===== config.mk =====
export PLATFORM = sky130hd
export DESIGN_NAME = zoom_envelope_mixer
export DESIGN_NICKNAME = d
export VERILOG_FILES = /design/src/hw/rtl/zem_pkg.sv /design/src/hw/rtl/zem_ctrl.sv /design/src/hw/rtl/zem_dp.sv /design/src/hw/rtl/zoom_envelope_mixer.sv
export VERILOG_INCLUDE_DIRS = /design/src /design/src/hw/rtl
export SDC_FILE = /design/constraint.sdc
export NUM_CORES = 2
export LEC_CHECK = 0
export BUFFER_PORTS_ARGS = -buffer_cell sky130_fd_sc_hd__buf_4
export CORE_AREA = 2 2 336 338
export CTS_CLUSTER_SIZE = 30
export DETAILED_ROUTE_END_ITERATION = 7
export DIE_AREA = 0 0 338 340
export PLACE_DENSITY = 0.81
export SLEW_MARGIN = 10
export SYNTH_ARGS = -nofsm -noshare
export SYNTH_HDL_FRONTEND = slang
export SYNTH_SLANG_ARGS = --single-unit

===== constraint.sdc =====
create_clock -name clk -period 14.42 [get_ports clk]
set_clock_uncertainty 0.2 [all_clocks]
set_input_delay 2.884 -clock clk [delete_from_list [all_inputs] [get_ports clk]]
set_output_delay 2.884 -clock clk [all_outputs]
set_load 0.05 [all_outputs]

===== src/hw/rtl/zoom_envelope_mixer_macros.svh =====
// Assertion macros for the zoom envelope mixer.
// Assumes a clock named clk and a reset named rst in the including scope.
`ifndef ZOOM_ENVELOPE_MIXER_MACROS_SVH
`define ZOOM_ENVELOPE_MIXER_MACROS_SVH
`ifndef ASSERT_OFF
`define ZEM_ASSERT_IMPLY(lbl, ant, cons) \
  lbl: assert property (@(posedge clk) disable iff (rst) (ant) |-> (cons)) \
    else $error("zem: implication check failed");
`define ZEM_ASSERT_NEXT(lbl, ant, cons) \
  lbl: assert property (@(posedge clk) disable iff (rst) (ant) |=> (cons)) \
    else $error("zem: next-cycle check failed");
`else
`define ZEM_ASSERT_IMPLY(lbl, ant, cons)
`define ZEM_ASSERT_NEXT(lbl, ant, cons)
`endif
`endif


===== src/hw/rtl/zem_pkg.sv =====
// Shared constants, preset ROM and controller/datapath interface types
// for the zoom envelope mixer. No dependencies.
package zem_pkg;

  localparam int MAX_SLOTS_DEF    = 4;
  localparam int PRESET_COUNT_DEF = 10;
  localparam int ROM_SIZE         = 10;

  localparam logic [2:0] OP_TICK      = 3'd0;
  localparam logic [2:0] OP_ADD_PUNCH = 3'd1;
  localparam logic [2:0] OP_SET_PUNCH = 3'd2;
  localparam logic [2:0] OP_ADD_PRE   = 3'd3;
  localparam logic [2:0] OP_SET_PRE   = 3'd4;
  localparam logic [2:0] OP_FADE      = 3'd5;
  localparam logic [2:0] OP_RESET     = 3'd6;

  typedef struct packed {
    logic load;
    logic clear;
    logic push_punch;
    logic preset_mul;
    logic push_preset;
    logic loop_init;
    logic w_start;
    logic div_step;
    logic sq_mul;
    logic cube_mul;
    logic w_final;
    logic tick_apply;
    logic fade_apply;
    logic out_load;
  } cmd_t;

  typedef struct packed {
    logic [2:0] op;
    logic       empty;
    logic       idx_bad;
    logic       dur_zero;
    logic       div_last;
    logic       slot_last;
    logic       out_free;
  } sts_t;

  function automatic logic [15:0] rom_amt(input logic [3:0] idx);
    case (idx)
      4'd0: rom_amt = 16'd1843;
      4'd1: rom_amt = 16'd2867;
      4'd2: rom_amt = 16'd3686;
      4'd3: rom_amt = 16'd5325;
      4'd4: rom_amt = 16'd6963;
      4'd5: rom_amt = 16'd4506;
      4'd6: rom_amt = 16'd8602;
      4'd7: rom_amt = 16'd3277;
      4'd8: rom_amt = 16'd5734;
      4'd9: rom_amt = 16'd2253;
      default: rom_amt = 16'd0;
    endcase
  endfunction

  function automatic logic [15:0] rom_att(input logic [3:0] idx);
    case (idx)
      4'd0: rom_att = 16'd205;
      4'd1: rom_att = 16'd184;
      4'd2: rom_att = 16'd184;
      4'd3: rom_att = 16'd205;
      4'd4: rom_att = 16'd225;
      4'd5: rom_att = 16'd225;
      4'd6: rom_att = 16'd246;
      4'd7: rom_att = 16'd205;
      4'd8: rom_att = 16'd225;
      4'd9: rom_att = 16'd184;
      default: rom_att = 16'd0;
    endcase
  endfunction

  function automatic logic [15:0] rom_rel(input logic [3:0] idx);
    case (idx)
      4'd0: rom_rel = 16'd492;
      4'd1: rom_rel = 16'd573;
      4'd2: rom_rel = 16'd614;
      4'd3: rom_rel = 16'd737;
      4'd4: rom_rel = 16'd819;
      4'd5: rom_rel = 16'd901;
      4'd6: rom_rel = 16'd1065;
      4'd7: rom_rel = 16'd696;
      4'd8: rom_rel = 16'd942;
      4'd9: rom_rel = 16'd451;
      default: rom_rel = 16'd0;
    endcase
  endfunction

endpackage


===== src/hw/rtl/zem_ctrl.sv =====
// Sequencer for the zoom envelope mixer: decodes operations and steps the
// per-slot weight loop. Depends on zem_pkg.
module zem_ctrl (
  input  logic          clk,
  input  logic          rst,
  input  logic          in_valid,
  output logic          in_stall,
  input  zem_pkg::sts_t sts,
  output zem_pkg::cmd_t cmd
);
  import zem_pkg::*;

  localparam logic [3:0] S_IDLE   = 4'd0;
  localparam logic [3:0] S_DECODE = 4'd1;
  localparam logic [3:0] S_PMUL   = 4'd2;
  localparam logic [3:0] S_PPUSH  = 4'd3;
  localparam logic [3:0] S_WSTART = 4'd4;
  localparam logic [3:0] S_DIV    = 4'd5;
  localparam logic [3:0] S_SQ     = 4'd6;
  localparam logic [3:0] S_CUBE   = 4'd7;
  localparam logic [3:0] S_WFIN   = 4'd8;
  localparam logic [3:0] S_APPLY  = 4'd9;
  localparam logic [3:0] S_OUT    = 4'd10;

  logic [3:0] state, state_next;

  assign in_stall = (state != S_IDLE);

  always_ff @(posedge clk) begin
    if (rst) state <= S_IDLE;
    else     state <= state_next;
  end

  always_comb begin
    cmd        = '0;
    state_next = state;
    case (state)
      S_IDLE: begin
        if (in_valid) begin
          cmd.load   = 1'b1;
          state_next = S_DECODE;
        end
      end
      S_DECODE: begin
        case (sts.op)
          OP_TICK: begin
            cmd.loop_init = 1'b1;
            state_next    = sts.empty ? S_OUT : S_WSTART;
          end
          OP_ADD_PUNCH: begin
            cmd.push_punch = 1'b1;
            state_next     = S_IDLE;
          end
          OP_SET_PUNCH: begin
            cmd.clear      = 1'b1;
            cmd.push_punch = 1'b1;
            state_next     = S_IDLE;
          end
          OP_ADD_PRE, OP_SET_PRE: begin
            state_next = sts.idx_bad ? S_IDLE : S_PMUL;
          end
          OP_FADE: begin
            if (sts.dur_zero) begin
              cmd.clear  = 1'b1;
              state_next = S_IDLE;
            end else begin
              cmd.loop_init = 1'b1;
              state_next    = sts.empty ? S_IDLE : S_WSTART;
            end
          end
          OP_RESET: begin
            cmd.clear  = 1'b1;
            state_next = S_IDLE;
          end
          default: state_next = S_IDLE;
        endcase
      end
      S_PMUL: begin
        cmd.preset_mul = 1'b1;
        state_next     = S_PPUSH;
      end
      S_PPUSH: begin
        cmd.push_preset = 1'b1;
        cmd.clear       = (sts.op == OP_SET_PRE);
        state_next      = S_IDLE;
      end
      S_WSTART: begin
        cmd.w_start = 1'b1;
        state_next  = S_DIV;
      end
      S_DIV: begin
        cmd.div_step = 1'b1;
        if (sts.div_last) state_next = S_SQ;
      end
      S_SQ: begin
        cmd.sq_mul = 1'b1;
        state_next = S_CUBE;
      end
      S_CUBE: begin
        cmd.cube_mul = 1'b1;
        state_next   = S_WFIN;
      end
      S_WFIN: begin
        cmd.w_final = 1'b1;
        state_next  = S_APPLY;
      end
      S_APPLY: begin
        if (sts.op == OP_TICK) begin
          cmd.tick_apply = 1'b1;
          state_next     = sts.slot_last ? S_OUT : S_WSTART;
        end else begin
          cmd.fade_apply = 1'b1;
          state_next     = sts.slot_last ? S_IDLE : S_WSTART;
        end
      end
      S_OUT: begin
        if (sts.out_free) begin
          cmd.out_load = 1'b1;
          state_next   = S_IDLE;
        end
      end
      default: state_next = S_IDLE;
    endcase
  end

endmodule


===== src/hw/rtl/zem_dp.sv =====
// Datapath of the zoom envelope mixer: slot storage, serial divider,
// smoothstep multiplies, accumulator and output register. Depends on zem_pkg.
module zem_dp #(
  parameter int MAX_SLOTS    = zem_pkg::MAX_SLOTS_DEF,
  parameter int PRESET_COUNT = zem_pkg::PRESET_COUNT_DEF
) (
  input  logic               clk,
  input  logic               rst,
  input  zem_pkg::cmd_t      cmd,
  output zem_pkg::sts_t      sts,
  input  logic [2:0]         operation,
  input  logic signed [15:0] amount,
  input  logic [15:0]        attack_time,
  input  logic [15:0]        release_time,
  input  logic [3:0]         preset_index,
  input  logic signed [15:0] strength,
  input  logic [15:0]        duration,
  output logic               out_valid,
  input  logic               out_stall,
  output logic signed [17:0] zoom_offset,
  output logic [2:0]         active_slots
);
  import zem_pkg::*;

  localparam int CW    = $clog2(MAX_SLOTS + 1);
  localparam int IW    = (MAX_SLOTS > 1) ? $clog2(MAX_SLOTS) : 1;
  localparam int ACC_W = 34 + $clog2(MAX_SLOTS + 1);
  localparam int SH_W  = ACC_W - 16;
  localparam logic [1:0] M_ZERO = 2'd0;
  localparam logic [1:0] M_RISE = 2'd1;
  localparam logic [1:0] M_FALL = 2'd2;

  // slot storage
  logic signed [15:0] s_amt [MAX_SLOTS];
  logic [15:0]        s_att [MAX_SLOTS];
  logic [15:0]        s_rel [MAX_SLOTS];
  logic [15:0]        s_el  [MAX_SLOTS];
  logic [CW-1:0]      count;

  // latched item
  logic [2:0]         op_r;
  logic signed [15:0] amt_r;
  logic [15:0]        att_r, rel_r, dur_r;
  logic [3:0]         idx_r;
  logic signed [15:0] str_r;

  // loop and arithmetic
  logic [CW-1:0]            si, k;
  logic [1:0]               mode;
  logic [16:0]              rem;
  logic [15:0]              den, q;
  logic [3:0]               dcnt;
  logic [31:0]              tt;
  logic [49:0]              cube;
  logic [16:0]              w;
  logic signed [32:0]       pmul;
  logic signed [ACC_W-1:0]  acc;

  logic [IW-1:0]      sx;
  logic signed [15:0] c_amt;
  logic [15:0]        c_att, c_rel, c_el, u;
  logic [16:0]        r2, el_sum, endt;
  logic [15:0]        new_el;
  logic               dead;
  logic signed [33:0] prod;
  logic signed [17:0] fade_sh;
  logic signed [15:0] fade_amt;
  logic signed [20:0] pre_sh;
  logic signed [15:0] pre_amt;
  logic signed [SH_W-1:0] tick_sh;
  logic signed [17:0] tick_res;
  logic [50:0]        cube_rnd;
  logic [16:0]        sm;
  logic [CW-1:0]      base;
  logic               idx_bad;

  assign sx    = si[IW-1:0];
  assign c_amt = s_amt[sx];
  assign c_att = s_att[sx];
  assign c_rel = s_rel[sx];
  assign c_el  = s_el[sx];
  assign u     = c_el - c_att;

  assign r2 = {rem[15:0], 1'b0};

  assign el_sum = {1'b0, c_el} + {1'b0, dur_r};
  assign new_el = el_sum[16] ? 16'hFFFF : el_sum[15:0];
  assign endt   = {1'b0, c_att} + {1'b0, c_rel};
  assign dead   = ({1'b0, new_el} >= endt) || (new_el == 16'hFFFF);

  assign prod = 34'(c_amt) * 34'($signed({1'b0, w}));

  // round half up, then saturate
  assign fade_sh  = 18'((prod + 34'sd32768) >>> 16);
  assign fade_amt = (fade_sh > 18'sd32767)  ? 16'sh7FFF :
                    (fade_sh < -18'sd32768) ? 16'sh8000 : fade_sh[15:0];
  assign pre_sh   = 21'((pmul + 33'sd2048) >>> 12);
  assign pre_amt  = (pre_sh > 21'sd32767)  ? 16'sh7FFF :
                    (pre_sh < -21'sd32768) ? 16'sh8000 : pre_sh[15:0];
  assign tick_sh  = SH_W'((acc + ACC_W'(32768)) >>> 16);
  assign tick_res = (tick_sh > SH_W'(131071))   ? 18'sh1FFFF :
                    (tick_sh < -SH_W'(131072))  ? 18'sh20000 : tick_sh[17:0];

  assign cube_rnd = {1'b0, cube} + 51'h0_8000_0000;
  assign sm       = cube_rnd[48:32];

  assign base    = cmd.clear ? '0 : count;
  assign idx_bad = ({1'b0, idx_r} >= 5'(PRESET_COUNT)) || ({1'b0, idx_r} >= 5'(ROM_SIZE));

  assign sts.op        = op_r;
  assign sts.empty     = (count == '0);
  assign sts.idx_bad   = idx_bad;
  assign sts.dur_zero  = (dur_r == 16'd0);
  assign sts.div_last  = (dcnt == 4'd15);
  assign sts.slot_last = (si == count - CW'(1));
  assign sts.out_free  = !out_valid || !out_stall;

  always_ff @(posedge clk) begin
    if (cmd.load) begin
      op_r  <= operation;
      amt_r <= amount;
      att_r <= attack_time;
      rel_r <= release_time;
      idx_r <= preset_index;
      str_r <= strength;
      dur_r <= duration;
    end
    if (cmd.preset_mul) pmul <= 33'($signed({1'b0, rom_amt(idx_r)})) * 33'(str_r);
    if (cmd.loop_init) acc <= '0;

    if (cmd.w_start) begin
      dcnt <= '0;
      q    <= '0;
      if (c_att == 16'd0 && c_rel == 16'd0) begin
        mode <= M_ZERO;
        rem  <= '0;
        den  <= 16'd1;
      end else if (c_att != 16'd0 && c_el < c_att) begin
        mode <= M_RISE;
        rem  <= {1'b0, c_el};
        den  <= c_att;
      end else if (c_rel == 16'd0 || u >= c_rel) begin
        mode <= M_ZERO;
        rem  <= '0;
        den  <= 16'd1;
      end else begin
        mode <= M_FALL;
        rem  <= {1'b0, u};
        den  <= c_rel;
      end
    end
    if (cmd.div_step) begin
      dcnt <= dcnt + 4'd1;
      if (r2 >= {1'b0, den}) begin
        rem <= r2 - {1'b0, den};
        q   <= {q[14:0], 1'b1};
      end else begin
        rem <= r2;
        q   <= {q[14:0], 1'b0};
      end
    end
    if (cmd.sq_mul) tt <= 32'(q) * 32'(q);
    if (cmd.cube_mul) cube <= 50'(tt) * 50'(18'd196608 - {1'b0, q, 1'b0});
    if (cmd.w_final) begin
      case (mode)
        M_RISE:  w <= sm;
        M_FALL:  w <= 17'd65536 - sm;
        default: w <= '0;
      endcase
    end

    if (cmd.tick_apply) begin
      acc <= acc + ACC_W'(prod);
      if (!dead) begin
        s_amt[k[IW-1:0]] <= c_amt;
        s_att[k[IW-1:0]] <= c_att;
        s_rel[k[IW-1:0]] <= c_rel;
        s_el[k[IW-1:0]]  <= new_el;
      end
    end
    if (cmd.fade_apply) begin
      s_amt[sx] <= fade_amt;
      s_att[sx] <= '0;
      s_rel[sx] <= dur_r;
      s_el[sx]  <= '0;
    end

    if (cmd.push_punch || cmd.push_preset) begin
      if (base == CW'(MAX_SLOTS)) begin
        // table full: drop the oldest
        for (int j = 0; j < MAX_SLOTS - 1; j++) begin
          s_amt[j] <= s_amt[j+1];
          s_att[j] <= s_att[j+1];
          s_rel[j] <= s_rel[j+1];
          s_el[j]  <= s_el[j+1];
        end
        s_amt[MAX_SLOTS-1] <= cmd.push_punch ? amt_r : pre_amt;
        s_att[MAX_SLOTS-1] <= cmd.push_punch ? att_r : rom_att(idx_r);
        s_rel[MAX_SLOTS-1] <= cmd.push_punch ? rel_r : rom_rel(idx_r);
        s_el[MAX_SLOTS-1]  <= '0;
      end else begin
        s_amt[base[IW-1:0]] <= cmd.push_punch ? amt_r : pre_amt;
        s_att[base[IW-1:0]] <= cmd.push_punch ? att_r : rom_att(idx_r);
        s_rel[base[IW-1:0]] <= cmd.push_punch ? rel_r : rom_rel(idx_r);
        s_el[base[IW-1:0]]  <= '0;
      end
    end

    if (cmd.out_load) begin
      zoom_offset  <= tick_res;
      active_slots <= 3'(count);
    end
  end

  // control registers
  always_ff @(posedge clk) begin
    if (rst) begin
      count     <= '0;
      si        <= '0;
      k         <= '0;
      out_valid <= 1'b0;
    end else begin
      if (cmd.loop_init) begin
        si <= '0;
        k  <= '0;
      end
      if (cmd.tick_apply || cmd.fade_apply) si <= si + CW'(1);
      if (cmd.tick_apply) begin
        if (!dead) k <= k + CW'(1);
        if (sts.slot_last) count <= dead ? k : k + CW'(1);
      end
      if (cmd.push_punch || cmd.push_preset) begin
        count <= (base == CW'(MAX_SLOTS)) ? base : base + CW'(1);
      end else if (cmd.clear) begin
        count <= '0;
      end
      if (cmd.out_load)       out_valid <= 1'b1;
      else if (!out_stall)    out_valid <= 1'b0;
    end
  end

endmodule


===== src/hw/rtl/zoom_envelope_mixer.sv =====
// Zoom envelope mixer: one item at a time, input stalled while busy.
// Tick and fade walk the live slots one at a time: per slot a 16-step serial
// divider, then square, cube, weight and apply steps. Punch, reset and zero
// fade end at decode; preset adds multiply and push; a held result delays a tick.
// rst (synchronous) empties all slots and drops any pending result.
// Depends on zem_pkg, zem_ctrl, zem_dp and the assertion macro header.
`include "zoom_envelope_mixer_macros.svh"
module zoom_envelope_mixer #(
  parameter int MAX_SLOTS    = zem_pkg::MAX_SLOTS_DEF,
  parameter int PRESET_COUNT = zem_pkg::PRESET_COUNT_DEF
) (
  input  logic               clk,
  input  logic               rst,
  input  logic               in_valid,
  output logic               in_stall,
  input  logic [2:0]         operation,
  input  logic signed [15:0] amount,
  input  logic [15:0]        attack_time,
  input  logic [15:0]        release_time,
  input  logic [3:0]         preset_index,
  input  logic signed [15:0] strength,
  input  logic [15:0]        duration,
  output logic               out_valid,
  input  logic               out_stall,
  output logic signed [17:0] zoom_offset,
  output logic [2:0]         active_slots
);
  import zem_pkg::*;

  cmd_t cmd;
  sts_t sts;

  zem_ctrl u_ctrl (
    .clk      (clk),
    .rst      (rst),
    .in_valid (in_valid),
    .in_stall (in_stall),
    .sts      (sts),
    .cmd      (cmd)
  );

  zem_dp #(
    .MAX_SLOTS    (MAX_SLOTS),
    .PRESET_COUNT (PRESET_COUNT)
  ) u_dp (
    .clk          (clk),
    .rst          (rst),
    .cmd          (cmd),
    .sts          (sts),
    .operation    (operation),
    .amount       (amount),
    .attack_time  (attack_time),
    .release_time (release_time),
    .preset_index (preset_index),
    .strength     (strength),
    .duration     (duration),
    .out_valid    (out_valid),
    .out_stall    (out_stall),
    .zoom_offset  (zoom_offset),
    .active_slots (active_slots)
  );

  `ZEM_ASSERT_NEXT(a_busy_after_accept, in_valid && !in_stall, in_stall)
  `ZEM_ASSERT_IMPLY(a_result_from_tick, cmd.out_load, sts.op == OP_TICK)
  `ZEM_ASSERT_IMPLY(a_slots_in_range, out_valid, active_slots <= MAX_SLOTS)

endmodule

# Word level (Yosys, flattened, before mapping)
# Memories as Yosys holds them, arrays and structs flattened. A register that Yosys moved wholly into a read port is not among the register bits.
# Cells that the tools add are included.
[classes]
add_sub_neg = 16
multipliers = 4
div = 0
order_cmp = 11
eq_ne = 26
n_shift = 0
mux = 146
bitwise_logic = 0
n_reduce_logical = 40
[ops]
columns = ["cell", "n"]
rows = [
  ["16-bit 2-to-1 mux", 41],
  ["16-bit OR reduction", 12],
  ["37-bit 2-to-1 mux", 2],
  ["4-bit 2-to-1 mux", 14],
  ["32-bit by 50-bit multiplier with 49-bit output", 1],
  ["49-bit by 32-bit adder with 49-bit output (second input constant)", 1],
  ["16-bit zero test", 3],
  ["2-bit 2-to-1 mux", 23],
  ["1-bit 2-to-1 mux", 45],
  ["3-bit 2-to-1 mux", 14],
  ["4-bit case mux with 10 select lines", 1],
  ["37-bit by 17-bit adder with 37-bit output (second input constant)", 1],
  ["37-bit by 34-bit adder with 37-bit output", 1],
  ["16-bit by 16-bit adder with 17-bit output", 2],
  ["34-bit by 17-bit adder with 34-bit output (second input constant)", 1],
  ["16-bit by 18-bit multiplier with 34-bit output", 1],
  ["17-bit case mux with 2 select lines", 1],
  ["33-bit by 13-bit adder with 33-bit output (second input constant)", 1],
  ["17-bit by 16-bit multiplier with 33-bit output", 1],
  ["16-bit by 16-bit multiplier with 32-bit output", 1],
  ["16-bit subtractor", 2],
  ["21-bit by 16-bit > comparator with 1-bit output (second input constant)", 1],
  ["21-bit by 18-bit > comparator with 1-bit output (second input constant)", 1],
  ["21-bit by 16-bit < comparator with 1-bit output (second input constant)", 1],
  ["other kinds (41)", 71],
]
[word_totals]
ff_bits = 344
latchBits = 0
mem_bits_rw = 256
rom_bits = 832
in_bits = 91
output_inout_bits = 23
elab_cells = 277
memories = 9
[mem_list]
columns = ["memory", "depth", "width", "read_ports", "rd_ports_with_merged_regs", "wr", "line_no", "source"]
rows = [
  ["(no name shown)", 16, 14, 1, 1, 0, "zem_pkg.sv:45", "case (idx)"],
  ["(no name shown)", 16, 11, 1, 1, 0, "zem_pkg.sv:77", "case (idx)"],
  ["(no name shown)", 16, 11, 1, 1, 0, "zem_pkg.sv:77", ""],
  ["(no name shown)", 16, 8, 1, 1, 0, "zem_pkg.sv:61", "case (idx)"],
  ["(no name shown)", 16, 8, 1, 1, 0, "zem_pkg.sv:61", ""],
  ["u_dp.s_amt", 4, 16, 4, 1, 4, "zem_dp.sv:34", "logic signed [15:0] s_amt [MAX_SLOTS];"],
  ["+3 memories", "n/a", "n/a", "n/a", "n/a", "n/a", "n/a", ""],
]

# Logic depth before layout (Yosys ltp)
[logic_depth]
word_depth = 12
mapped_depth = 39
ltp_nobuf = 35

# By module
# A second synthesis with hierarchy kept.
[hier_totals]
cells_unflattened = 7802
hier_area_um2 = 74336.3
[modules_own_cells]
columns = ["module", "instances", "cells_per_inst", "area_per_inst_um2"]
rows = [
  ["zem_dp", 1, 7725, 73827.1],
  ["zem_ctrl", 1, 77, 509.2],
]

# Worst setup path before layout
# No wires, ideal clock.
[synth_path]
kind = "reg2reg"
startpoint = "register with a tool-made name"
endpoint = "memory u_dp.s_amt[0][0], enable pin"
setup_ns = 0.574
arrival_time_ns = 11.949
t_required_ns = 13.646
path_slack_ns = 1.697
path_stages_with_launch = 28
period_less_slack_ns = 12.723
cell_sequence = "dfxtp_1 > clkbuf_1 > clkbuf_1 > buf_1 > buf_1 > mux4_2 > ha_1 > o21a_1 > o31a_1 > o41a_1 > a211oi_1 > o31ai_1 > a21o_1 > a21oi_1 > clkbuf_1 > buf_1 > nand2_1 > ha_1 > a21o_1 > a21o_1 > a21oi_1 > nand2_1 > o31ai_1 > o211ai_1 > a32oi_1 > and2_1 > nor2_1 > o21ai_0"
[synth_lines]
columns = ["element", "line_no"]
rows = [
  ["end, declared", "zem_dp.sv:34"],
]

# Worst setup path in the final report
[layout_path]
startpoint = "register u_dp.q[0]"
endpoint = "register u_dp.cube[47] (data pin)"
[layout_via]
elab_chain_cells = 2
[layout_rtl]
columns = ["element", "line_no", "source"]
rows = [
  ["start, declared", "zem_dp.sv:51", "logic [15:0] den, q;"],
  ["start signal, assigned", "zem_dp.sv:156", "q <= {q[14:0], 1'b1};"],
  ["start signal, assigned", "zem_dp.sv:159", "q <= {q[14:0], 1'b0};"],
  ["18-bit by 17-bit subtractor with 19-bit output", "zem_dp.sv:163", "if (cmd.cube_mul) cube <= 50'(tt) * 50'(18'd196608 - {1'b0, q, 1'b0});"],
  ["32-bit by 50-bit multiplier with 49-bit output", "zem_dp.sv:163", ""],
  ["end signal, assigned", "zem_dp.sv:163", ""],
  ["end, declared", "zem_dp.sv:54", "logic [49:0] cube;"],
]
# No other way between the ends.
# A chain may end at the register's enable or synchronous reset.

==> impl_metrics.toml <==
[grt]
grt_max_degree = 95
grtUsageMet2 = 0.549
track_usage = 0.331
met3_usage = 0.0511
grt_pass1_vias = 56300
grt.busiest_layer = "met2"
grt_antenna_before_repair = 12
use_met1 = 0.424
grt_pass1_wl_um = 298000
grt_overflow = 0

[finish]
multi_input_area_um2 = 49300
layout_commonest_cell = "inv_1"
layout_common_cells = "inv_1, fa_1, nand2_1"
n_fill_cell = 8097
regArea_um2 = 17200
layout.nets = 9120
drive_gt1_frac = 0.0584
areaGrowthSynthToFinish_pct = 6.23

[setup_path]
endpoint_kind = "flop"
startpoint = "u_dp.q[0]$_SDFFCE_PN0P_"
critical-path-slowest-cell = "o311ai_0"
r2r_start = "u_dp.q[0]$_SDFFCE_PN0P_"
reg2reg_depth = 34
cp-start-kind = "flop"
path_max_fanout = 45
critical_path_class = "flop to flop"
reg2reg_slack_ns = 3.84
timing.rr.end = "u_dp.cube[47]$_DFFE_PN_"
crit_buf_inv = 5
cp.required_ns = 14.59
cp_top_family = "adder cells"
critical_path_arrival_ns = 10.75
worst_path_largest_cell_delay_ns = 0.64
crit_top_cell = "fa_1"

[sta]
rsz0062_at_grt = "no"
timing.final.crit_share = 0.734
fin_setup_tns_ns = 0
relSlewSlack = 0.196
max_freq_mhz = 94.5
min_period_ns = 10.58
finalHoldViolations = 0
worstMarginPinSlew_ns = 1.21
setup_violations = 0
slew_viol_final = 0

[yosys]
synth_edf_count = 543
yosys_warnings = 0
synth_cell_types = 95
synth-seq-area-share = 0.236
synthesis.instances = 7369
async_flop_share = 0
ys_seq_elements = 587
synth_ff_type = "edfxtp_1"
syn-num-nets = 9172
post_synth.cell_area_avg_um2 = 9.87
syn-cell-area_um2 = 72800

[job]
drv_cap = 0

[clock_tree]
cts_buffers = 68
clk_latency_ns = 0.66
htree_levels = 3
cts_sinks = 587
clockBufferDepth = 3
post_cts_buffers = 0
clockRootBuffer = "clkbuf_16"
cts_resized = 0
cts_hold_buf = 0
clk_pin_slew_ns = 0.06
cts_tree = "done"

[min_path]
hold_path_depth = 0
holdCritPathClass = "flop to flop"
min_to = "u_dp.active_slots[1]$_DFFE_PP_"
hp-start = "u_dp.count[1]$_SDFFE_PP0P_"

[floorplanning]
rows = 123
start_util = 0.652
die_w_um = 338
coreArea_um2 = 112000
die_area_um2 = 115000
dieHeight_um = 340
pin_count = 114

[placed_design]
dp_hpwl_um = 141000
io_buffers = 113
place.gp.congestion = 0.944

[detailed_routing]
drt_pass1_iterations = 7
wl_per_cell_um = 20.9
viasPerCell = 6.05
drc_errors = 0
drt-initial-drc-count = 5069
ant_nets = 0
wirelength_um = 186000
num_vias = 53700

[outcome]
outcome = "finished, final reports clean"
[flip-flops by register name, indices dropped and copies added, names as in the netlist, 16 cells and up, named ones only]
name	flops
u_dp.acc	37
u_dp.rel_r	16
u_dp.pmul	22
u_dp.att_r	16
u_dp.q	16
u_dp.den	16
u_dp.amt_r	16
u_dp.zoom_offset	18
u_dp.str_r	16
u_dp.dur_r	16
u_dp.s_rel	64
u_dp.rem	16
u_dp.s_amt	64
u_dp.s_el	64
u_dp.tt	31
u_dp.s_att	64
u_dp.w	17
u_dp.cube	18
[final cells by class]
| cell class | instances | share of cell area |
|---|---|---|
| Antenna cell | 8 | 0.000259 |
| Clock buffer | 84 | 0.0241 |
| Clock inverter | 38 | 0.00536 |
| Inverter | 1423 | 0.0691 |
| Multi-Input combinational cell | 5071 | 0.638 |
| Sequential cell | 587 | 0.222 |
| Tap cell | 1500 | 0.0243 |
| Timing Repair Buffer | 166 | 0.0164 |
[cells by family (layout without fill, tap and decap cells)]
family                   Yosys count  in the layout  share of synthesized area
adder cells (fa/ha/maj)         1712           1712                      0.393
AND/OR/NAND/NOR                 2027           2027                      0.133
flip-flops                       587            587                      0.236
XOR/XNOR                         269            269                     0.0324
other                              0              8                          0
AO/OA/AOI/OAI                    989            989                     0.0947
multiplexers                      74             74                     0.0211
buffers and inverters           1711           1711                     0.0895
[worst register-to-register path, delay by kind of cell (launching register included)]
family	cells	cell delay [ns]
fa+ha+maj	9	4.29
xor+xnor	2	0.28
buf+inv	5	0.87
flops	1	0.37
simple gates	8	2.03
compound gates	10	2.27
[layer usage]
layer,vias up,routed length [µm]
met5,-,16
met4,2,10600
met3,591,15400
met2,2655,89600
met1,26600,70000
li1,23800,-
[cells in the mapped netlist, drive strengths merged, types with 13 or more instances]
cell	instances	share of area
a211oi	37	0.0039
a21o	159	0.016
a21oi	199	0.014
a221oi	18	0.0022
a222oi	13	0.0018
a22o	16	0.0019
a22oi	16	0.0017
a31oi	27	0.0023
and2	436	0.037
and3	42	0.0037
buf	34	0.0026
clkbuf	250	0.013
dfxtp	44	0.012
edfxtp	543	0.22
fa	960	0.26
ha	752	0.13
inv	1417	0.073
mux4	63	0.020
nand2	862	0.044
nand2b	58	0.0050
nand3	77	0.0053
nand4	28	0.0025
nor2	321	0.017
nor2b	34	0.0029
nor3	75	0.0053
nor4	24	0.0021
o211ai	36	0.0037
o21a	94	0.0097
o21ai	169	0.012
o21bai	32	0.0033
o22ai	23	0.0020
o31ai	44	0.0057
or3	18	0.0016
xnor2	187	0.023
xor2	82	0.0099
[per-stage QoR]
stage | worst slack (ns) | area, µm² | hold WS (ns) | util | instances
after floorplan | 1.70 | 72800 | 0.263 | - | 7369
after global placement | 4.04 | 75000 | 0.286 | 0.672 | 8746
after detailed placement | 3.71 | 75000 | 0.299 | 0.672 | 8746
after CTS | 3.72 | 77200 | 0.306 | 0.692 | 8868
after global routing | 3.32 | 77300 | 0.327 | 0.693 | 8876
final | 3.84 | 77300 | 0.312 | 0.693 | 8877
[worst max-delay path by stage]
stage	endpoint	slack, ns	cells after the start
floorplan	u_dp.s_amt[0][0]$_DFFE_PP_	1.70	27
global placement	u_dp.s_amt[0][6]$_DFFE_PP_	4.04	25
detailed placement	u_dp.s_amt[0][11]$_DFFE_PP_	3.71	25
CTS	u_dp.s_amt[2][6]$_DFFE_PP_	3.72	25
global route	u_dp.cube[47]$_DFFE_PN_	3.32	34
finish	u_dp.cube[47]$_DFFE_PN_	3.84	34
Power is not shown: default switching activity piles up to over one toggle a cycle in this logic, so the estimate is an artifact.
